**src/sv/dfr_pkg.sv**
```systemverilog
// Shared types and constants of the length-prefixed packet deframer.
package dfr_pkg;

   // Header layout
   localparam int HELD_BYTES     = 6;
   localparam int HDR_IDX_W      = 3;
   localparam int LEN_BYTES      = 4;
   localparam int EXTRA_FLAG_BIT = 7;
   localparam int EXTRA_BYTES    = 4;
   localparam int ROUND_ADD      = 7;
   localparam int ROUND_BITS     = 3;

   // Datapath widths
   localparam int BYTE_W   = 8;
   localparam int SUM_W    = 34;
   localparam int ADDEND_W = 5;
   localparam int HB_W     = 4;
   localparam int PKT_W    = 31;
   localparam int TOTAL_W  = 31;

   // Configuration port
   localparam int CSR_ADDR_W = 2;
   localparam int CSR_DATA_W = 31;

   typedef enum logic [CSR_ADDR_W-1:0] {
      CSR_HEADER_BASE = 2'd0,
      CSR_MIN_PACKET  = 2'd1,
      CSR_MAX_PACKET  = 2'd2
   } dfr_csr_index_type;

   localparam logic [HB_W-1:0]  HEADER_BASE_RESET = 4'd6;
   localparam logic [PKT_W-1:0] MIN_PACKET_RESET  = 31'd8;
   localparam logic [PKT_W-1:0] MAX_PACKET_RESET  = 31'd10485760;

   typedef struct packed {
      logic [HB_W-1:0]  header_base;
      logic [PKT_W-1:0] min_packet;
      logic [PKT_W-1:0] max_packet;
   } dfr_cfg_type;

   // Front-end framing phase
   typedef enum logic [1:0] {
      PH_HEADER = 2'd0,
      PH_BODY   = 2'd1,
      PH_ERROR  = 2'd2
   } dfr_phase_type;

   // Work passed from front to back
   typedef enum logic [1:0] {
      CMD_BODY  = 2'd0,
      CMD_BURST = 2'd1,
      CMD_ERROR = 2'd2
   } dfr_cmd_kind_type;

   typedef struct packed {
      dfr_cmd_kind_type                      kind;
      logic [HELD_BYTES-1:0][BYTE_W-1:0]     data;
      logic                                  last;
   } dfr_cmd_type;

endpackage

```
**src/sv/dfr_if.sv**
```systemverilog
// Request and response channel interfaces of the deframer.
interface dfr_req_if;
   logic       valid;
   logic       ready;
   logic [7:0] data_byte;
   logic       chunk_end;

   modport source (output valid, output data_byte, output chunk_end, input ready);
   modport sink (input valid, input data_byte, input chunk_end, output ready);
endinterface

interface dfr_rsp_if;
   logic       valid;
   logic       ready;
   logic [7:0] out_byte;
   logic       packet_first;
   logic       packet_last;
   logic       run_last;
   logic       error_code;

   modport source (output valid, output out_byte, output packet_first,
                   output packet_last, output run_last, output error_code,
                   input ready);
   modport sink (input valid, input out_byte, input packet_first,
                 input packet_last, input run_last, input error_code,
                 output ready);
endinterface

```
**src/sv/dfr_queue.sv**
```systemverilog
// Small register FIFO of commands between the front and back ends.
module dfr_queue #(
   parameter int DEPTH = 4
) (
   input  logic                 clock,
   input  logic                 reset,
   input  logic                 push,
   input  dfr_pkg::dfr_cmd_type push_cmd,
   input  logic                 pop,
   output dfr_pkg::dfr_cmd_type head_cmd,
   output logic                 full,
   output logic                 empty
);

   localparam int PTR_W = (DEPTH > 1) ? $clog2(DEPTH) : 1;
   localparam int CNT_W = $clog2(DEPTH + 1);

   dfr_pkg::dfr_cmd_type slot_ff [DEPTH];
   logic [PTR_W-1:0] wr_ptr_ff, wr_ptr_in;
   logic [PTR_W-1:0] rd_ptr_ff, rd_ptr_in;
   logic [CNT_W-1:0] count_ff, count_in;
   logic             do_push, do_pop;

   assign full     = (count_ff == CNT_W'(DEPTH));
   assign empty    = (count_ff == '0);
   assign head_cmd = slot_ff[rd_ptr_ff];
   assign do_push  = push && !full;
   assign do_pop   = pop && !empty;

   // Advance pointers with wrap and track fill level
   always_comb begin
      wr_ptr_in = wr_ptr_ff;
      rd_ptr_in = rd_ptr_ff;
      count_in  = count_ff;
      if (do_push) begin
         wr_ptr_in = (wr_ptr_ff == PTR_W'(DEPTH - 1)) ? '0 : wr_ptr_ff + 1'b1;
      end
      if (do_pop) begin
         rd_ptr_in = (rd_ptr_ff == PTR_W'(DEPTH - 1)) ? '0 : rd_ptr_ff + 1'b1;
      end
      if (do_push && !do_pop) begin
         count_in = count_ff + 1'b1;
      end else if (do_pop && !do_push) begin
         count_in = count_ff - 1'b1;
      end
   end

   always_ff @(posedge clock) begin
      if (reset) begin
         wr_ptr_ff <= '0;
         rd_ptr_ff <= '0;
         count_ff  <= '0;
      end else begin
         wr_ptr_ff <= wr_ptr_in;
         rd_ptr_ff <= rd_ptr_in;
         count_ff  <= count_in;
      end
   end

   // Store pushed command
   always_ff @(posedge clock) begin
      if (do_push) begin
         slot_ff[wr_ptr_ff] <= push_cmd;
      end
   end

endmodule

```
**src/sv/dfr_front.sv**
```systemverilog
// Front end: takes request bytes, collects the header, checks the size, queues work.
module dfr_front #(
   parameter int LENGTH_BITS = 32
) (
   input  logic                 clock,
   input  logic                 reset,
   dfr_req_if.sink              req_chan,
   input  dfr_pkg::dfr_cfg_type cfg,
   input  logic                 q_full,
   output logic                 push,
   output dfr_pkg::dfr_cmd_type push_cmd
);

   localparam int HELD = dfr_pkg::HELD_BYTES;
   localparam int BW   = dfr_pkg::BYTE_W;
   localparam int SW   = dfr_pkg::SUM_W;
   localparam int TW   = dfr_pkg::TOTAL_W;
   localparam int AW   = dfr_pkg::ADDEND_W;

   dfr_pkg::dfr_phase_type phase_ff, phase_in;
   logic [TW-1:0]          pos_ff, pos_in;
   logic [TW-1:0]          total_ff;
   logic [BW-1:0]          hdr_ff [HELD];

   logic                    accept;
   logic [dfr_pkg::HDR_IDX_W-1:0] hdr_idx;
   logic                    hdr_done;
   logic [TW-1:0]           pos_inc;
   logic                    body_last;
   logic [BW*dfr_pkg::LEN_BYTES-1:0] raw_len;
   logic [SW-1:0]           len_wide;
   logic [AW-1:0]           addend;
   logic [SW-1:0]           sum;
   logic [SW-1:0]           rounded;
   logic                    size_bad;
   logic [TW-1:0]           size_total;
   logic                    total_is_held;

   assign req_chan.ready = (phase_ff == dfr_pkg::PH_ERROR) || !q_full;
   assign accept         = req_chan.valid && req_chan.ready;
   assign hdr_idx        = pos_ff[dfr_pkg::HDR_IDX_W-1:0];
   assign hdr_done       = (hdr_idx == dfr_pkg::HDR_IDX_W'(HELD - 1));
   assign pos_inc        = pos_ff + 1'b1;
   assign body_last      = (pos_inc >= total_ff);

   // Size check on the final held byte: sign-extend, add header, round up to 8
   always_comb begin
      raw_len  = {hdr_ff[3], hdr_ff[2], hdr_ff[1], hdr_ff[0]};
      len_wide = {{(SW - LENGTH_BITS){raw_len[LENGTH_BITS-1]}},
                  raw_len[LENGTH_BITS-1:0]};
      addend   = AW'(cfg.header_base) + AW'(dfr_pkg::ROUND_ADD);
      if (req_chan.data_byte[dfr_pkg::EXTRA_FLAG_BIT]) begin
         addend = addend + AW'(dfr_pkg::EXTRA_BYTES);
      end
      sum      = len_wide + SW'(addend);
      rounded  = {sum[SW-1:dfr_pkg::ROUND_BITS], dfr_pkg::ROUND_BITS'(0)};
      size_bad = rounded[SW-1]
              || (rounded[SW-2:0] < (SW-1)'(HELD))
              || (rounded[SW-2:0] < (SW-1)'(cfg.min_packet))
              || (rounded[SW-2:0] > (SW-1)'(cfg.max_packet));
      size_total    = rounded[TW-1:0];
      total_is_held = (size_total == TW'(HELD));
   end

   // Next phase
   always_comb begin
      phase_in = phase_ff;
      case (phase_ff)
         dfr_pkg::PH_HEADER: begin
            if (accept && hdr_done) begin
               if (size_bad) begin
                  phase_in = dfr_pkg::PH_ERROR;
               end else if (!total_is_held) begin
                  phase_in = dfr_pkg::PH_BODY;
               end
            end
         end
         dfr_pkg::PH_BODY: begin
            if (accept && body_last) begin
               phase_in = dfr_pkg::PH_HEADER;
            end
         end
         dfr_pkg::PH_ERROR: phase_in = dfr_pkg::PH_ERROR;
         default:           phase_in = dfr_pkg::PH_ERROR;
      endcase
   end

   // Byte position within the packet
   always_comb begin
      pos_in = pos_ff;
      if (accept) begin
         case (phase_ff)
            dfr_pkg::PH_HEADER: begin
               if (!hdr_done) begin
                  pos_in = pos_inc;
               end else if (!size_bad && !total_is_held) begin
                  pos_in = TW'(HELD);
               end else begin
                  pos_in = '0;
               end
            end
            dfr_pkg::PH_BODY: pos_in = body_last ? '0 : pos_inc;
            default:          pos_in = pos_ff;
         endcase
      end
   end

   // Queue work for the back end
   always_comb begin
      push          = 1'b0;
      push_cmd.kind = dfr_pkg::CMD_BODY;
      push_cmd.data = '0;
      push_cmd.last = 1'b0;
      case (phase_ff)
         dfr_pkg::PH_HEADER: begin
            if (accept && hdr_done) begin
               push          = 1'b1;
               push_cmd.kind = size_bad ? dfr_pkg::CMD_ERROR : dfr_pkg::CMD_BURST;
               for (int i = 0; i < HELD - 1; i++) begin
                  push_cmd.data[i] = hdr_ff[i];
               end
               push_cmd.data[HELD-1] = req_chan.data_byte;
               push_cmd.last         = total_is_held;
            end
         end
         dfr_pkg::PH_BODY: begin
            if (accept) begin
               push             = 1'b1;
               push_cmd.kind    = dfr_pkg::CMD_BODY;
               push_cmd.data[0] = req_chan.data_byte;
               push_cmd.last    = body_last;
            end
         end
         default: push = 1'b0;
      endcase
   end

   always_ff @(posedge clock) begin
      if (reset) begin
         phase_ff <= dfr_pkg::PH_HEADER;
         pos_ff   <= '0;
      end else begin
         phase_ff <= phase_in;
         pos_ff   <= pos_in;
      end
   end

   // Hold header bytes and the accepted packet total
   always_ff @(posedge clock) begin
      if (accept && phase_ff == dfr_pkg::PH_HEADER) begin
         hdr_ff[hdr_idx] <= req_chan.data_byte;
         if (hdr_done && !size_bad) begin
            total_ff <= size_total;
         end
      end
   end

endmodule

```
**src/sv/dfr_back.sv**
```systemverilog
// Back end: pops queued work and drives the response register, one result per cycle while ready.
module dfr_back (
   input  logic                 clock,
   input  logic                 reset,
   input  dfr_pkg::dfr_cmd_type head_cmd,
   input  logic                 q_empty,
   output logic                 pop,
   dfr_rsp_if.source            rsp_chan
);

   localparam int HELD = dfr_pkg::HELD_BYTES;
   localparam int IW   = dfr_pkg::HDR_IDX_W;

   logic          rsp_valid_ff, rsp_valid_in;
   logic [7:0]    out_byte_ff, out_byte_in;
   logic          first_ff, first_in;
   logic          last_ff, last_in;
   logic          run_last_ff, run_last_in;
   logic          error_ff, error_in;
   logic [IW-1:0] idx_ff, idx_in;

   logic load;
   logic burst_end;
   logic burst_more;

   assign rsp_chan.valid        = rsp_valid_ff;
   assign rsp_chan.out_byte     = out_byte_ff;
   assign rsp_chan.packet_first = first_ff;
   assign rsp_chan.packet_last  = last_ff;
   assign rsp_chan.run_last     = run_last_ff;
   assign rsp_chan.error_code   = error_ff;

   assign load       = !q_empty && (!rsp_valid_ff || rsp_chan.ready);
   assign burst_end  = (idx_ff == IW'(HELD - 1));
   assign burst_more = (head_cmd.kind == dfr_pkg::CMD_BURST) && !burst_end;
   assign pop        = load && !burst_more;

   // Advance the burst index and the response valid
   always_comb begin
      idx_in       = idx_ff;
      rsp_valid_in = rsp_valid_ff;
      if (load) begin
         idx_in       = burst_more ? idx_ff + 1'b1 : '0;
         rsp_valid_in = 1'b1;
      end else if (rsp_chan.ready) begin
         rsp_valid_in = 1'b0;
      end
   end

   // Build the next result from the head command
   always_comb begin
      out_byte_in = '0;
      first_in    = 1'b0;
      last_in     = 1'b0;
      run_last_in = 1'b1;
      error_in    = 1'b0;
      case (head_cmd.kind)
         dfr_pkg::CMD_BODY: begin
            out_byte_in = head_cmd.data[0];
            last_in     = head_cmd.last;
         end
         dfr_pkg::CMD_BURST: begin
            out_byte_in = head_cmd.data[idx_ff];
            first_in    = (idx_ff == '0);
            last_in     = head_cmd.last && burst_end;
            run_last_in = burst_end;
         end
         dfr_pkg::CMD_ERROR: error_in = 1'b1;
         default:            error_in = 1'b1;
      endcase
   end

   always_ff @(posedge clock) begin
      if (reset) begin
         rsp_valid_ff <= 1'b0;
         idx_ff       <= '0;
      end else begin
         rsp_valid_ff <= rsp_valid_in;
         idx_ff       <= idx_in;
      end
   end

   // Hold the response payload until taken
   always_ff @(posedge clock) begin
      if (load) begin
         out_byte_ff <= out_byte_in;
         first_ff    <= first_in;
         last_ff     <= last_in;
         run_last_ff <= run_last_in;
         error_ff    <= error_in;
      end
   end

endmodule

```
**src/sv/length_prefixed_packet_deframer_core.sv**
```systemverilog
// Top level of the length-prefixed packet deframer: config registers and front/queue/back.
//
// Usage: the request channel takes one stream byte per cycle while ready
// (data_byte, chunk_end; chunk_end does not affect framing). The response
// channel gives packet bytes with first/last marks, a run_last mark on the
// final result of each request, or a single error result when a header size
// is out of range. Bytes 0..4 of a header give nothing; byte 5 releases all
// six held bytes as a run of six responses on consecutive cycles while the
// receiver is ready; later bytes pass one each. Each result passes through the
// queue and then the response register; at full rate a body byte also waits
// behind the rest of the header run.
// Throughput: one request per cycle with no gaps while the receiver is ready;
// a header run leaves up to six commands waiting, so QUEUE_DEPTH must be at
// least 7 to keep the request ready high (default 8). The user writes config
// (csr_wr_en, csr_index, csr_wdata) while the block is idle; the block does not
// enforce this. Reset clears the framing state, the queue and the response
// valid, and loads the register defaults. After a size error the block takes
// and drops every request until reset. When the receiver stalls, the response
// register holds, the queue fills, and then the request ready drops.
module length_prefixed_packet_deframer_core #(
   parameter int LENGTH_BITS = 32,
   parameter int QUEUE_DEPTH = 8
) (
   input  logic                               clock,
   input  logic                               reset,
   input  logic                               csr_wr_en,
   input  logic [dfr_pkg::CSR_ADDR_W-1:0]     csr_index,
   input  logic [dfr_pkg::CSR_DATA_W-1:0]     csr_wdata,
   dfr_req_if.sink                            req_chan,
   dfr_rsp_if.source                          rsp_chan
);

   dfr_pkg::dfr_cfg_type cfg_ff;
   dfr_pkg::dfr_cmd_type push_cmd;
   dfr_pkg::dfr_cmd_type head_cmd;
   logic                 push;
   logic                 pop;
   logic                 q_full;
   logic                 q_empty;

   // Configuration registers; unknown index is ignored
   always_ff @(posedge clock) begin
      if (reset) begin
         cfg_ff.header_base <= dfr_pkg::HEADER_BASE_RESET;
         cfg_ff.min_packet  <= dfr_pkg::MIN_PACKET_RESET;
         cfg_ff.max_packet  <= dfr_pkg::MAX_PACKET_RESET;
      end else if (csr_wr_en) begin
         case (csr_index)
            dfr_pkg::CSR_HEADER_BASE:
               cfg_ff.header_base <= csr_wdata[dfr_pkg::HB_W-1:0];
            dfr_pkg::CSR_MIN_PACKET:
               cfg_ff.min_packet <= csr_wdata[dfr_pkg::PKT_W-1:0];
            dfr_pkg::CSR_MAX_PACKET:
               cfg_ff.max_packet <= csr_wdata[dfr_pkg::PKT_W-1:0];
            default: cfg_ff <= cfg_ff;
         endcase
      end
   end

   dfr_front #(
      .LENGTH_BITS (LENGTH_BITS)
   ) u_front (
      .clock    (clock),
      .reset    (reset),
      .req_chan (req_chan),
      .cfg      (cfg_ff),
      .q_full   (q_full),
      .push     (push),
      .push_cmd (push_cmd)
   );

   dfr_queue #(
      .DEPTH (QUEUE_DEPTH)
   ) u_queue (
      .clock    (clock),
      .reset    (reset),
      .push     (push),
      .push_cmd (push_cmd),
      .pop      (pop),
      .head_cmd (head_cmd),
      .full     (q_full),
      .empty    (q_empty)
   );

   dfr_back u_back (
      .clock    (clock),
      .reset    (reset),
      .head_cmd (head_cmd),
      .q_empty  (q_empty),
      .pop      (pop),
      .rsp_chan (rsp_chan)
   );

endmodule

```
**src/flat_wrapper.sv**
```systemverilog
// flat-port wrapper written by rule: the top's interface ports become plain ports
module length_prefixed_packet_deframer_core_flat 
#(
   parameter int LENGTH_BITS = 32,
   parameter int QUEUE_DEPTH = 8
)
  (clock, reset, csr_wr_en, csr_index, csr_wdata, req_chan_valid, req_chan_data_byte, req_chan_chunk_end, req_chan_ready, rsp_chan_valid, rsp_chan_out_byte, rsp_chan_packet_first, rsp_chan_packet_last, rsp_chan_run_last, rsp_chan_error_code, rsp_chan_ready);
  dfr_req_if req_chan_i ();
  dfr_rsp_if rsp_chan_i ();
  input  logic clock;
  input  logic reset;
  input  logic csr_wr_en;
  input  logic [dfr_pkg::CSR_ADDR_W-1:0] csr_index;
  input  logic [dfr_pkg::CSR_DATA_W-1:0] csr_wdata;
  input wire logic [$bits(req_chan_i.valid)-1:0] req_chan_valid;
  input wire logic [$bits(req_chan_i.data_byte)-1:0] req_chan_data_byte;
  input wire logic [$bits(req_chan_i.chunk_end)-1:0] req_chan_chunk_end;
  output wire logic [$bits(req_chan_i.ready)-1:0] req_chan_ready;
  output wire logic [$bits(rsp_chan_i.valid)-1:0] rsp_chan_valid;
  output wire logic [$bits(rsp_chan_i.out_byte)-1:0] rsp_chan_out_byte;
  output wire logic [$bits(rsp_chan_i.packet_first)-1:0] rsp_chan_packet_first;
  output wire logic [$bits(rsp_chan_i.packet_last)-1:0] rsp_chan_packet_last;
  output wire logic [$bits(rsp_chan_i.run_last)-1:0] rsp_chan_run_last;
  output wire logic [$bits(rsp_chan_i.error_code)-1:0] rsp_chan_error_code;
  input wire logic [$bits(rsp_chan_i.ready)-1:0] rsp_chan_ready;
  assign req_chan_i.valid = req_chan_valid;
  assign req_chan_i.data_byte = req_chan_data_byte;
  assign req_chan_i.chunk_end = req_chan_chunk_end;
  assign req_chan_ready = req_chan_i.ready;
  assign rsp_chan_valid = rsp_chan_i.valid;
  assign rsp_chan_out_byte = rsp_chan_i.out_byte;
  assign rsp_chan_packet_first = rsp_chan_i.packet_first;
  assign rsp_chan_packet_last = rsp_chan_i.packet_last;
  assign rsp_chan_run_last = rsp_chan_i.run_last;
  assign rsp_chan_error_code = rsp_chan_i.error_code;
  assign rsp_chan_i.ready = rsp_chan_ready;
  length_prefixed_packet_deframer_core #(.LENGTH_BITS(LENGTH_BITS), .QUEUE_DEPTH(QUEUE_DEPTH)) u_core (.clock(clock), .reset(reset), .csr_wr_en(csr_wr_en), .csr_index(csr_index), .csr_wdata(csr_wdata), .req_chan(req_chan_i), .rsp_chan(rsp_chan_i));
endmodule
```
**config.mk**
```make
export PLATFORM = sky130hd
export DESIGN_NAME = length_prefixed_packet_deframer_core_flat
export DESIGN_NICKNAME = d
export VERILOG_FILES = /design/src/sv/dfr_pkg.sv /design/src/sv/dfr_if.sv /design/src/sv/dfr_queue.sv /design/src/sv/dfr_front.sv /design/src/sv/dfr_back.sv /design/src/sv/length_prefixed_packet_deframer_core.sv /design/src/flat_wrapper.sv
export SDC_FILE = /design/constraint.sdc
export NUM_CORES = 1
export LEC_CHECK = 0
export BUFFER_PORTS_ARGS = -buffer_cell sky130_fd_sc_hd__buf_2
export CAP_MARGIN = 20
export CORE_ASPECT_RATIO = 1.4
export CORE_UTILIZATION = 33
export CTS_CLUSTER_DIAMETER = 60
export DETAILED_ROUTE_END_ITERATION = 6
export PLACE_DENSITY_LB_ADDON = 0.12
export SLEW_MARGIN = 40
export SYNTH_ARGS = -nofsm -noshare
export SYNTH_HDL_FRONTEND = slang
export SYNTH_HIERARCHICAL = 1
export SYNTH_SLANG_ARGS = --single-unit
```
**constraint.sdc**
```tcl
create_clock -name clock -period 22.4 [get_ports clock]
set_input_delay 1.12 -clock clock [delete_from_list [all_inputs] [get_ports clock]]
set_output_delay 1.12 -clock clock [all_outputs]
set_load 0.02 [all_outputs]
```
# Word-level counts from Yosys, hierarchy flattened
# Memory sizes are Yosys's and may differ from the RTL's. A register that Yosys moved wholly into a read port is not among the register bits.
# Cells that the tools add are included.
# Widths: inputs -> output; s select.
word_totals:
  regBits: 153
  latch_bits: 0
  ram_bits: 456
  romBits: 0
  out_inout_bits: 14
  elab_cells: 120
  n_memories: 2
memory_table:
  columns: ["name", "depth", "word_bits", "read_ports", "rd_clocked_by_memory_dff", "write_ports", "line", "rtl"]
  rows:
  - ["u_core.u_queue.slot_ff", 8, 51, 1, 1, 1, "dfr_queue.sv:18", "dfr_pkg::dfr_cmd_type slot_ff [DEPTH];"]
  - ["u_core.u_front.hdr_ff", 6, 8, 5, 0, 1, "dfr_front.sv:23", "logic [BW-1:0] hdr_ff [HELD];"]
op_classes:
  add_sub_neg: 9
  mul: 0
  div_mod_pow: 0
  magnitude_cmp: 5
  eq_ne: 12
  n_shift: 0
  mux: 35
  bitwise: 0
  reduce_logical: 41
ops:
  columns: ["cell", "n"]
  rows:
  - ["$mux 31", 2]
  - ["$pmux 31 s2", 1]
  - ["$mux 51", 1]
  - ["$mux 40", 1]
  - ["$add 32x6->33", 1]
  - ["$gt 33x31->1", 1]
  - ["$lt 33x3->1 const B", 1]
  - ["$lt 33x31->1", 1]
  - ["$add 31x1->31 const B", 1]
  - ["$ge 31x31->1", 1]
  - ["$bmux 8 s3", 1]
  - ["$mux 3", 6]
  - ["$pmux 9 s2", 1]
  - ["$pmux 8 s2", 1]
  - ["$logic_and 1x1->1", 13]
  - ["$eq 3x3->1 const B", 4]
  - ["$reduce_and 2->1", 6]
  - ["$add 3x1->3 const B", 3]
  - ["$mux 1", 9]
  - ["$mux 9", 1]
  - ["$logic_not 1->1", 8]
  - ["$mux 2", 4]
  - ["$mux 4", 2]
  - ["$mux 8", 1]
  - ["18 further kinds", 31]

# Depth between registers and ports, before layout
# Gate-level depths: netlist of the first run.
logic_depth:
  ltp_word: 12
  depth_mapped: 25

# Hierarchy
# Netlist of the first run, hierarchy kept.
modules_own_cells:
  columns: ["module", "n_inst", "cells_per_inst", "area_each_um2", "seq_area_each_um2"]
  rows:
  - ["dfr_queue", 1, 665, 15979.1, 12512.0]
  - ["dfr_front", 1, 851, 7712.4, 2702.6]
  - ["length_prefixed_packet_deframer_core", 1, 258, 2775.2, 1321.3]
  - ["dfr_back", 1, 104, 1156.1, 440.4]

# Worst setup path after synthesis of the first run
# No wires, ideal clock.
synth_timing:
  path_type: "input to register"
  start: "input port req_chan_valid"
  end: "memory u_core/u_queue/slot_ff[0][0] in the netlist's numbering, enable pin"
  t_arrival_ns: 6.897
  required_ns: 21.814
  path_slack_ns: 14.917
  path_stages: 7
  n_path_buf: 3
  cell_sequence: "nand2_1 clkbuf_1 clkbuf_1 nor2_1 a21bo_1 clkbuf_1 nor4_1"
synth_via:
  elab_chain_len: 7
  word_cells_on_any_way: 8
  cone_classes: "mux: 5; reduce/logical: 3"
synth_lines:
  columns: ["element", "line", "rtl"]
  rows:
  - ["start, declared", "flat_wrapper.sv:15", "input wire logic [$bits(req_chan_i.valid)-1:0] req_chan_valid;"]
  - ["$logic_and 1x1->1 (*)", "dfr_front.sv:40", "assign accept = req_chan.valid && req_chan.ready;"]
  - ["$logic_and 1x1->1", "dfr_front.sv:116", "if (accept && hdr_done) begin"]
  - ["$mux 1", "dfr_front.sv:116", null]
  - ["$pmux 1 s2 (*)", "dfr_front.sv:114", "case (phase_ff)"]
  - ["via u_core.push", "length_prefixed_packet_deframer_core.sv:36", "logic push;"]
  - ["$logic_and 1x1->1 (*)", "dfr_queue.sv:27", "assign do_push = push && !full;"]
  - ["$mux 1 (*)", "dfr_queue.sv:62", "if (do_push) begin"]
  - ["$mux 1 (implied by the code) (*)", "dfr_queue.sv:63", "slot_ff[wr_ptr_ff] <= push_cmd;"]
  - ["end, declared", "dfr_queue.sv:18", null]
# Mark *: on every way through the listed nets, which the timed path passes. The rest lies on a longest branch.

# Final worst setup path of the first run
layout_timing:
  start: "register u_core/cfg_ff[62] in the netlist's numbering"
  end: "register u_core.u_front.total_ff[21], enable pin"
layout_via:
  elab_chain_len: 11
  word_cells_on_any_way: 13
  cone_classes: "add/sub: 3; order compare: 3; mux: 1; reduce/logical: 6"
layout_lines:
  columns: ["element", "line", "rtl"]
  rows:
  - ["start, declared", "length_prefixed_packet_deframer_core.sv:33", "dfr_pkg::dfr_cfg_type cfg_ff;"]
  - ["start signal, assigned", "length_prefixed_packet_deframer_core.sv:55", "default: cfg_ff <= cfg_ff;"]
  - ["$add 4x3->5 (*)", "dfr_front.sv:51", "addend = AW'(cfg.header_base) + AW'(dfr_pkg::ROUND_ADD);"]
  - ["$add 5x3->5", "dfr_front.sv:53", "addend = addend + AW'(dfr_pkg::EXTRA_BYTES);"]
  - ["$mux 5 (*)", "dfr_front.sv:52", "if (req_chan.data_byte[dfr_pkg::EXTRA_FLAG_BIT]) begin"]
  - ["$add 32x6->33 (*)", "dfr_front.sv:55", "sum = len_wide + SW'(addend);"]
  - ["via u_core.u_front.sum[10]", "dfr_front.sv:33", "logic [SW-1:0] sum;"]
  - ["$lt 33x3->1", "dfr_front.sv:58", "|| (rounded[SW-2:0] < (SW-1)'(HELD))"]
  - ["$logic_or 1x1->1", "dfr_front.sv:58", null]
  - ["$logic_or 1x1->1", "dfr_front.sv:59", "|| (rounded[SW-2:0] < (SW-1)'(cfg.min_packet))"]
  - ["$logic_or 1x1->1 (*)", "dfr_front.sv:60", "|| (rounded[SW-2:0] > (SW-1)'(cfg.max_packet));"]
  - ["$logic_not 1->1 (*)", "dfr_front.sv:152", "if (hdr_done && !size_bad) begin"]
  - ["$logic_and 1x1->1 (*)", "dfr_front.sv:152", null]
  - ["$reduce_and 2->1 (no source line) (*)", null, null]
  - ["end signal, assigned", "dfr_front.sv:153", "total_ff <= size_total;"]
  - ["end, declared", "dfr_front.sv:22", "logic [TW-1:0] total_ff;"]
# Marked as above.
# A chain may end at the register's enable or synchronous reset.

==> impl_metrics.xml, run 1 <==
<?xml version="1.0" encoding="UTF-8"?>
<metrics>
  <group name="outcome">
    <metric name="run_status" unit="">finished with violations</metric>
    <metric name="failed_checks" unit="">DRC</metric>
  </group>
  <group name="drt">
    <metric name="firstDrtPassIters" unit="">7</metric>
    <metric name="dr.first_iter.drc_count" unit="">826</metric>
    <metric name="route.detailed.wl_per_inst" unit="um">22.93</metric>
    <metric name="via_count" unit="">15702</metric>
    <metric name="drc_violation_count_after_routing" unit="">2</metric>
    <metric name="routed_via_density" unit="">5.110</metric>
    <metric name="drt-total-wl" unit="mm">70.47</metric>
    <metric name="ant_nets" unit="">0</metric>
  </group>
  <group name="global_route">
    <metric name="global_route_wire_length_before_repair" unit="mm">105.7</metric>
    <metric name="groute.usage.overall" unit="%">16.88</metric>
    <metric name="number_of_global_route_vias_before_repair" unit="">16751</metric>
    <metric name="grt_max_degree" unit="">106</metric>
    <metric name="antenna_found_initial" unit="">6</metric>
    <metric name="grt.overflow.total" unit="">0</metric>
  </group>
  <group name="synth">
    <metric name="postSynthNetCount" unit="">2024</metric>
    <metric name="ys.warnings.count" unit="">6</metric>
    <metric name="synth_edf_count" unit="">488</metric>
    <metric name="yosys_register_bits" unit="">604</metric>
    <metric name="avgSynthCellArea" unit="sq um">14.71</metric>
    <metric name="ys_async_sr_fraction" unit="%">0</metric>
    <metric name="yosys.cell_types.count" unit="">82</metric>
    <metric name="yosysTopAreaCell" unit="">sky130_fd_sc_hd__edfxtp_1</metric>
    <metric name="synth.top_cell.area_share" unit="%">53.05</metric>
    <metric name="syn-instance-count" unit="">1878</metric>
    <metric name="yosysSeqAreaShare" unit="%">61.46</metric>
    <metric name="synth_top_cells_by_area" unit="">sky130_fd_sc_hd__edfxtp_1 (53%), sky130_fd_sc_hd__dfxtp_1 (8.4%), sky130_fd_sc_hd__mux4_2 (8.3%)</metric>
    <metric name="synth_area" unit="sq um">27620</metric>
    <metric name="synth-main-ff-cell" unit="">sky130_fd_sc_hd__edfxtp_1</metric>
  </group>
  <group name="power">
    <metric name="pwr-share-comb" unit="%">3.8</metric>
    <metric name="p_sw" unit="mW">0.4920</metric>
    <metric name="power.density" unit="nW/um^2">73.03</metric>
    <metric name="proportion_of_power_drawn_by_flip_flops_and_latches" unit="%">53.6</metric>
    <metric name="power_frac_clock" unit="%">42.6</metric>
    <metric name="switching_share" unit="%">21.69</metric>
    <metric name="internal-power" unit="mW">1.776</metric>
    <metric name="post-layout-total-power" unit="mW">2.268</metric>
    <metric name="static-leakage-power" unit="nW">10.35</metric>
    <metric name="peakVddDrop" unit="V">0.00006100</metric>
  </group>
  <group name="die">
    <metric name="placement_rows" unit="">125</metric>
    <metric name="initial_core_util" unit="%">33.32</metric>
    <metric name="die_h" unit="um">344.3</metric>
    <metric name="io_pins" unit="">61</metric>
    <metric name="fp.coreArea" unit="sq um">82890</metric>
    <metric name="die_x" unit="um">246.5</metric>
    <metric name="design.die.area" unit="sq um">84880</metric>
  </group>
  <group name="clock_tree">
    <metric name="clockRootBuffer" unit="">sky130_fd_sc_hd__clkbuf_16</metric>
    <metric name="htree_num_levels" unit="">2</metric>
    <metric name="clk_pin_slew" unit="ps">60</metric>
    <metric name="post_cts.repair.setup_buffers" unit="">0</metric>
    <metric name="cts_inserted_buffers" unit="">59</metric>
    <metric name="cts_hold_buffers" unit="">0</metric>
    <metric name="clk-insertion-delay-late" unit="ps">650</metric>
    <metric name="tritoncts_clock_tree" unit="">done</metric>
    <metric name="cts.path.max_buffers" unit="">3</metric>
    <metric name="cts_repair_resize_count" unit="">0</metric>
    <metric name="tritoncts_num_sinks" unit="">604</metric>
  </group>
  <group name="layout">
    <metric name="syn_to_final_growth" unit="%">12.43</metric>
    <metric name="layout-drive-gt1-share" unit="%">19.92</metric>
    <metric name="nNetsFinal" unit="">2092</metric>
    <metric name="layout.cell_area.non_filler" unit="sq um">31060</metric>
  </group>
  <group name="timing">
    <metric name="rsz_0062_raised_after_global_routing" unit="">no</metric>
    <metric name="setup-tns-final" unit="ps">0</metric>
    <metric name="worst_slack" unit="ps">15810</metric>
    <metric name="clock_skew" unit="ps">24.16</metric>
    <metric name="min_period_over_period" unit="%">29.40</metric>
    <metric name="worst_slew_margin_rel" unit="%">43.41</metric>
    <metric name="final_count_of_pins_violating_max_slew" unit="">0</metric>
    <metric name="finalSetupViolations" unit="">0</metric>
    <metric name="tightestPinTransition" unit="ps">846.0</metric>
    <metric name="hold_violations_final" unit="">0</metric>
    <metric name="max_freq" unit="MHz">151.8</metric>
    <metric name="fin_crit" unit="ps">6587</metric>
  </group>
  <group name="placement">
    <metric name="detailed_place_hpwl" unit="mm">45.86</metric>
    <metric name="globalplace.congestion" unit="">0.8430</metric>
    <metric name="placement.setup.worst_slack" unit="ps">15350</metric>
    <metric name="placement.io_buffers" unit="">59</metric>
    <metric name="placed_area" unit="sq um">29190</metric>
  </group>
  <group name="critical_path">
    <metric name="arrival" unit="ps">6860</metric>
    <metric name="critPathCaptureType" unit="">register</metric>
    <metric name="start_kind" unit="">register</metric>
    <metric name="required" unit="ps">22670</metric>
    <metric name="worstSetupStartpoint" unit="">u_core/cfg_ff[62]</metric>
    <metric name="worstReg2RegStart" unit="">u_core/cfg_ff[62]</metric>
    <metric name="criticalPathCategory" unit="">reg -&gt; reg</metric>
    <metric name="worst_r2r_endpoint" unit="">u_core/u_front/total_ff[21]</metric>
    <metric name="worst_r2r_path_depth" unit="">20</metric>
    <metric name="critPathMaxFanout" unit="">28</metric>
    <metric name="timing.critical_path.to" unit="">u_core/u_front/total_ff[21]</metric>
    <metric name="regToRegSetupSlack" unit="ps">15810</metric>
  </group>
  <group name="min_path">
    <metric name="hold_path.class" unit="">reg -&gt; reg</metric>
  </group>
  <group name="job">
    <metric name="maxCapViolations" unit="">0</metric>
  </group>
</metrics>
[Yosys cell counts (all sizes together) (4+ instances only)]
| cell | count |
|---|---|
| a2111oi | 6 |
| a211oi | 7 |
| a21o | 32 |
| a21oi | 60 |
| a222oi | 8 |
| a22o | 8 |
| a22oi | 4 |
| a31oi | 4 |
| and2 | 46 |
| and3 | 12 |
| and4 | 8 |
| buf | 44 |
| clkbuf | 43 |
| dfxtp | 116 |
| edfxtp | 488 |
| ha | 98 |
| inv | 103 |
| mux2 | 77 |
| mux2i | 72 |
| mux4 | 102 |
| nand2 | 90 |
| nand2b | 100 |
| nand3 | 47 |
| nand3b | 6 |
| nand4 | 29 |
| nor2 | 64 |
| nor2b | 10 |
| nor3 | 22 |
| nor4 | 12 |
| nor4b | 5 |
| o2111ai | 5 |
| o211ai | 9 |
| o21ai | 22 |
| o31ai | 4 |
| or3 | 9 |
| xnor2 | 44 |
| xor2 | 21 |
[cells in the final DEF, fill, tap and decap left out, drive strengths merged, types with 21 or more instances in the layout]
cell type,n
a21o,32
a21oi,60
and2,46
buf,94
clkbuf,72
clkinv,25
dfxtp,116
edfxtp,488
ha,98
inv,104
mux2,77
mux2i,72
mux4,102
nand2,90
nand2b,100
nand3,47
nand4,29
nor2,64
nor3,22
o21ai,22
xnor2,44
xor2,21
[metrics by stage]
step | instances | hold WS [ps] | util (%)
floorplan | 1878 | 445.2 | -
global placement | 2962 | 456.7 | 35.09
detailed placement | 2964 | 460.7 | 35.22
CTS | 3072 | 475.7 | 37.46
global route | 3072 | 494.4 | 37.46
finish | 3073 | 473.1 | 37.47
[power by group through the flow]
stage / clock network, mW / logic (mW) / registers, mW
after floorplan: 0 / 0.0557 / 1.23
after detailed placement: 0 / 0.0884 / 1.24
after global routing: 1.04 / 0.0969 / 1.21
after global placement: 0 / 0.0871 / 1.24
final: 0.967 / 0.0866 / 1.21
after CTS: 1.00 / 0.0890 / 1.21
[sequential cells by signal, indices dropped and copies added (netlist names), named ones only]
register and cells:
u_core/cfg_ff 66, u_core/u_back/idx_ff 3, u_core/u_back/rsp_chan.error_code 1, u_core/u_back/rsp_chan.out_byte 8, u_core/u_back/rsp_chan.packet_first 1, u_core/u_back/rsp_chan.packet_last 1
u_core/u_back/rsp_chan.run_last 1, u_core/u_back/rsp_chan.valid 1, u_core/u_front/hdr_ff 40, u_core/u_front/phase_ff 2, u_core/u_front/pos_ff 31, u_core/u_front/total_ff 28
u_core/u_queue/count_ff 4, u_core/u_queue/rd_ptr_ff 3, u_core/u_queue/slot_ff 408, u_core/u_queue/wr_ptr_ff 3
[cells by family (layout without fill, tap and decap cells)]
group	after synthesis	count (layout)	synth area share (%)
other	0	1	0
adders and majority gates	99	99	4.511
and+or+nand+nor	475	475	9.403
DFF	604	604	61.46
buffers and inverters	190	305	3.207
muxes	251	251	14.15
AOI/OAI and AO/OA	192	192	5.046
xor gates and xnor gates	67	67	2.229
[worst min-delay path by stage]
stage,from,endpoint,cells after the start
2_1_floorplan,u_core/u_front/pos_ff[5],u_core/u_front/pos_ff[5],2
6_report,u_core/cfg_ff[27],u_core/cfg_ff[27],2
3_5_place_dp,u_core/cfg_ff[51],u_core/cfg_ff[51],2
5_1_grt,u_core/cfg_ff[45],u_core/cfg_ff[45],2
4_1_cts,u_core/cfg_ff[45],u_core/cfg_ff[45],2
3_3_place_gp,u_core/u_front/pos_ff[5],u_core/u_front/pos_ff[5],2
[final cells by class]
cell class,instances,area (sq um)
repair buffers,94,615.6
diodes,1,2.502
fillers,7902,51840
clock buffers,72,1546
well taps,1079,1350
multi-input cells,1084,9861
inverters,103,386.6
clock inverters,36,309.0
flip-flops and latches,604,16990
[per-layer routing]
layer | vias to the layer above | part of all wire [%] | wire length (um) | global-route usage [%]
met2 | 275 | 53 | 37460 | 31.28
li1 | 7259 | - | - | -
met3 | 122 | 3.6 | 2502 | 2.474
met1 | 8038 | 40 | 28210 | 19.70
met4 | 8 | 3.2 | 2249 | 5.684
met5 | - | 0.065 | 46 | 0
[critical path, cell delays in order (launching register included)]
cell,delay (ps)
sky130_fd_sc_hd__dfxtp_1,390
sky130_fd_sc_hd__inv_1,60
sky130_fd_sc_hd__ha_1,210
sky130_fd_sc_hd__xor2_1,230
sky130_fd_sc_hd__ha_1,270
sky130_fd_sc_hd__mux2_2,270
sky130_fd_sc_hd__ha_1,340
sky130_fd_sc_hd__inv_1,100
sky130_fd_sc_hd__a211o_1,330
sky130_fd_sc_hd__a211oi_1,530
sky130_fd_sc_hd__xnor2_1,330
sky130_fd_sc_hd__ha_1,350
sky130_fd_sc_hd__a21o_1,160
sky130_fd_sc_hd__a21o_1,170
sky130_fd_sc_hd__a21oi_1,330
sky130_fd_sc_hd__o211ai_1,150
sky130_fd_sc_hd__a221oi_1,400
sky130_fd_sc_hd__o211ai_1,120
sky130_fd_sc_hd__o211ai_1,610
sky130_fd_sc_hd__nand4_1,300
sky130_fd_sc_hd__inv_2,520
Power figures use the tool's default switching activity.
==> run 2, diff against run 1 <==
- clock period: 22.4 -> 6.7 ns (I/O delays scaled with it)
==> run 2 against run 1 <==
Cell count grew 1.3%. Highest routed layer unchanged. Largest cell class unchanged. Critical path type unchanged. Total power grew to 3.5 times the previous value. The run now ends clean. Critical endpoint is now u_core/u_front/total_ff[10]. Sequential share of layout area shrank 1.0 points. Global-route usage grew 0.30 points. Count of clock-buffer cells in the layout grew 19. Wire length grew 1.7%. First-iteration DRC count shrank 10%. Clock power grew to 3.7 times the previous value. Flip-flop and latch count is the same. Via count grew 0.94%.
==> impl_metrics.xml, run 2 (same netlist as run 1, synthesis figures left out) <==
<?xml version="1.0" encoding="UTF-8"?>
<metrics>
  <group name="timing">
    <metric name="finalSetupViolations" unit="">0</metric>
    <metric name="hold_violations_final" unit="">0</metric>
    <metric name="fin_crit" unit="ps">5944</metric>
    <metric name="worst_slew_margin_rel" unit="%">46.15</metric>
    <metric name="worst_slack" unit="ps">756.3</metric>
    <metric name="min_period_over_period" unit="%">88.71</metric>
    <metric name="rsz_0062_raised_after_global_routing" unit="">no</metric>
    <metric name="clock_skew" unit="ps">22.68</metric>
    <metric name="final_count_of_pins_violating_max_slew" unit="">0</metric>
    <metric name="max_freq" unit="MHz">168.2</metric>
    <metric name="tightestPinTransition" unit="ps">804.8</metric>
    <metric name="setup-tns-final" unit="ps">0</metric>
  </group>
  <group name="power">
    <metric name="power_frac_clock" unit="%">45.0</metric>
    <metric name="post-layout-total-power" unit="mW">7.934</metric>
    <metric name="power.density" unit="nW/um^2">250.6</metric>
    <metric name="peakVddDrop" unit="V">0.0002064</metric>
    <metric name="proportion_of_power_drawn_by_flip_flops_and_latches" unit="%">51.2</metric>
    <metric name="static-leakage-power" unit="nW">10.64</metric>
    <metric name="p_sw" unit="mW">1.710</metric>
    <metric name="pwr-share-comb" unit="%">3.8</metric>
    <metric name="switching_share" unit="%">21.55</metric>
    <metric name="internal-power" unit="mW">6.224</metric>
  </group>
  <group name="drt">
    <metric name="via_count" unit="">15849</metric>
    <metric name="met3RoutedLength" unit="mm">2.467</metric>
    <metric name="drc_violation_count_after_routing" unit="">0</metric>
    <metric name="route.detailed.wl_per_inst" unit="um">23.00</metric>
    <metric name="ant_nets" unit="">0</metric>
    <metric name="top_signal_layer_used" unit="">met5</metric>
    <metric name="drt-total-wl" unit="mm">71.64</metric>
    <metric name="dr.first_iter.drc_count" unit="">743</metric>
    <metric name="firstDrtPassIters" unit="">5</metric>
    <metric name="met2RoutedLength" unit="mm">37.63</metric>
    <metric name="routed_via_density" unit="">5.090</metric>
    <metric name="met1Wirelength" unit="mm">28.84</metric>
  </group>
  <group name="critical_path">
    <metric name="worstSetupPathDepth" unit="">22</metric>
    <metric name="cp_cell_sequence" unit="">inv_1 &gt; ha_1 &gt; xor2_1 &gt; ha_1 &gt; mux2_2 &gt; ha_1 &gt; inv_1 &gt; a211o_1 &gt; a211oi_1 &gt; xnor2_1 &gt; ha_1 &gt; a21o_1 &gt; a21o_1 &gt; a21oi_1 &gt; o211ai_1 &gt; a221oi_1 &gt; o211ai_1 &gt; o211ai_1 &gt; buf_4 &gt; nand4_1 &gt; inv_1 &gt; buf_12</metric>
    <metric name="start_kind" unit="">register</metric>
    <metric name="worst-path-buf-inv" unit="">5</metric>
    <metric name="required" unit="ps">6990</metric>
    <metric name="critical_path.max_stage_delay" unit="ps">530</metric>
    <metric name="critPathMaxFanout" unit="">28</metric>
    <metric name="criticalPathCategory" unit="">reg -&gt; reg</metric>
    <metric name="critPathCaptureType" unit="">register</metric>
    <metric name="arrival" unit="ps">6240</metric>
    <metric name="cpLargestDelayFamily" unit="">compound AO/OA/AOI/OAI gates</metric>
    <metric name="timing.critical_path.mode_cell" unit="">sky130_fd_sc_hd__ha_1</metric>
    <metric name="cell_with_the_largest_stage_delay_on_the_worst_path" unit="">sky130_fd_sc_hd__a211oi_1</metric>
    <metric name="worst_r2r_path_depth" unit="">22</metric>
  </group>
  <group name="layout">
    <metric name="max_flop_register" unit="">u_core/u_queue/slot_ff</metric>
    <metric name="register_area" unit="sq um">16990</metric>
    <metric name="layout.cell_area.non_filler" unit="sq um">31660</metric>
    <metric name="final_common_cell" unit="">sky130_fd_sc_hd__edfxtp_1</metric>
    <metric name="n_fill_cell" unit="">7811</metric>
    <metric name="multi_input_comb_area" unit="sq um">9868</metric>
    <metric name="most-common-layout-cells" unit="">sky130_fd_sc_hd__edfxtp_1 (488), sky130_fd_sc_hd__dfxtp_1 (113), sky130_fd_sc_hd__inv_1 (102), sky130_fd_sc_hd__mux4_2 (102), sky130_fd_sc_hd__nand2b_1 (100)</metric>
    <metric name="num_antenna_cells" unit="">0</metric>
    <metric name="syn_to_final_growth" unit="%">14.60</metric>
    <metric name="utilization" unit="%">38.19</metric>
    <metric name="layout-drive-gt1-share" unit="%">20.54</metric>
    <metric name="reg.largest.list" unit="">u_core/u_queue/slot_ff x408, u_core/cfg_ff x66, u_core/u_front/hdr_ff x40</metric>
    <metric name="nNetsFinal" unit="">2128</metric>
    <metric name="largest_register_ffs" unit="">408</metric>
  </group>
  <group name="job">
    <metric name="maxCapViolations" unit="">0</metric>
  </group>
  <group name="die">
    <metric name="design.die.area" unit="sq um">84880</metric>
    <metric name="die_h" unit="um">344.3</metric>
    <metric name="die_x" unit="um">246.5</metric>
    <metric name="initial_core_util" unit="%">33.32</metric>
    <metric name="fp.coreArea" unit="sq um">82890</metric>
    <metric name="placement_rows" unit="">125</metric>
    <metric name="io_pins" unit="">61</metric>
  </group>
  <group name="clock_tree">
    <metric name="clockRootBuffer" unit="">sky130_fd_sc_hd__clkbuf_16</metric>
    <metric name="clk_pin_slew" unit="ps">60</metric>
    <metric name="tritoncts_clock_tree" unit="">done</metric>
    <metric name="clk-insertion-delay-late" unit="ps">610</metric>
    <metric name="cts_inserted_buffers" unit="">66</metric>
    <metric name="tritoncts_num_sinks" unit="">604</metric>
    <metric name="cts.path.max_buffers" unit="">3</metric>
    <metric name="cts_repair_resize_count" unit="">0</metric>
    <metric name="htree_num_levels" unit="">3</metric>
  </group>
  <group name="global_route">
    <metric name="groute.usage.overall" unit="%">17.18</metric>
    <metric name="grt_max_degree" unit="">103</metric>
    <metric name="grt.overflow.total" unit="">0</metric>
    <metric name="global_route_wire_length_before_repair" unit="mm">106.9</metric>
    <metric name="antenna_found_initial" unit="">5</metric>
    <metric name="number_of_global_route_vias_before_repair" unit="">17032</metric>
  </group>
  <group name="min_path">
    <metric name="min_delay_path_depth" unit="">3</metric>
    <metric name="hold_path.class" unit="">in -&gt; reg</metric>
  </group>
  <group name="placement">
    <metric name="placed_area" unit="sq um">29330</metric>
    <metric name="globalplace.congestion" unit="">0.8218</metric>
    <metric name="placement.io_buffers" unit="">59</metric>
    <metric name="detailed_place_hpwl" unit="mm">47.74</metric>
    <metric name="placement.setup.worst_slack" unit="ps">728.3</metric>
  </group>
  <group name="outcome">
    <metric name="run_status" unit="">completed</metric>
  </group>
</metrics>
==> run 2: cell count changes in the layout (fill, tap and decap cells not counted), sizes merged <==
cell,before,now
diode,1,0
inv,104,107
buf,94,107
dlygate4sd3,0,16
clkbuf,72,91
clkinvlp,6,1
clkinv,25,22
bufinv,4,3
==> run 2: layout make-up <==
cell class	count	area share, %
Inverter	103	1.221
Multi-Input combinational cell	1084	31.17
Tap cell	1079	4.265
Timing Repair Buffer	123	2.968
Clock buffer	91	5.842
Sequential cell	604	53.66
Clock inverter	30	0.8735
==> run 2: worst min-delay path, stage by stage <==
cell and delay, ps:
sky130_fd_sc_hd__buf_2 100, sky130_fd_sc_hd__nand2b_1 80, sky130_fd_sc_hd__mux2i_1 70
==> run 2: path summary, 6_finish.rpt <==
path	from	end	slack, ps
max	u_core/cfg_ff[62]	u_core/u_front/total_ff[10]	760
min	csr_wdata[29]	u_core/cfg_ff[29]	30
min reg2reg	u_core/u_front/pos_ff[5]	u_core/u_front/pos_ff[5]	470
max reg2reg	u_core/cfg_ff[62]	u_core/u_front/total_ff[10]	760
==> run 2: timing repair <==
item / in CTS / in global routing
endpoints found under the hold margin: 26 / 0
hold buffers: 16 / 0
setup buffers: 0 / 0
==> run 2: power groups by stage <==
stage                     logic, mW  clock network, mW  registers (mW)
after floorplan               0.186                  0            4.13
after global placement        0.291                  0            4.14
after detailed placement      0.296                  0            4.14
after CTS                     0.305               3.69            4.06
after global routing          0.333               3.81            4.06
final                         0.299               3.57            4.06
==> run 2: metrics by stage <==
stage | instances | hold WS [ps]
final | 3114 | 30.60
after global routing | 3114 | 29.28
after CTS | 3112 | 0.2956
after detailed placement | 2975 | 464.8
after global placement | 2972 | 455.3
after floorplan | 1878 | 404.1
==> run 2: metal layers <==
layer,global-route usage [%],up-vias
li1,-,7341
met1,19.57,8092
met2,31.55,286
met3,2.731,122
met4,7.292,8
met5,0,-
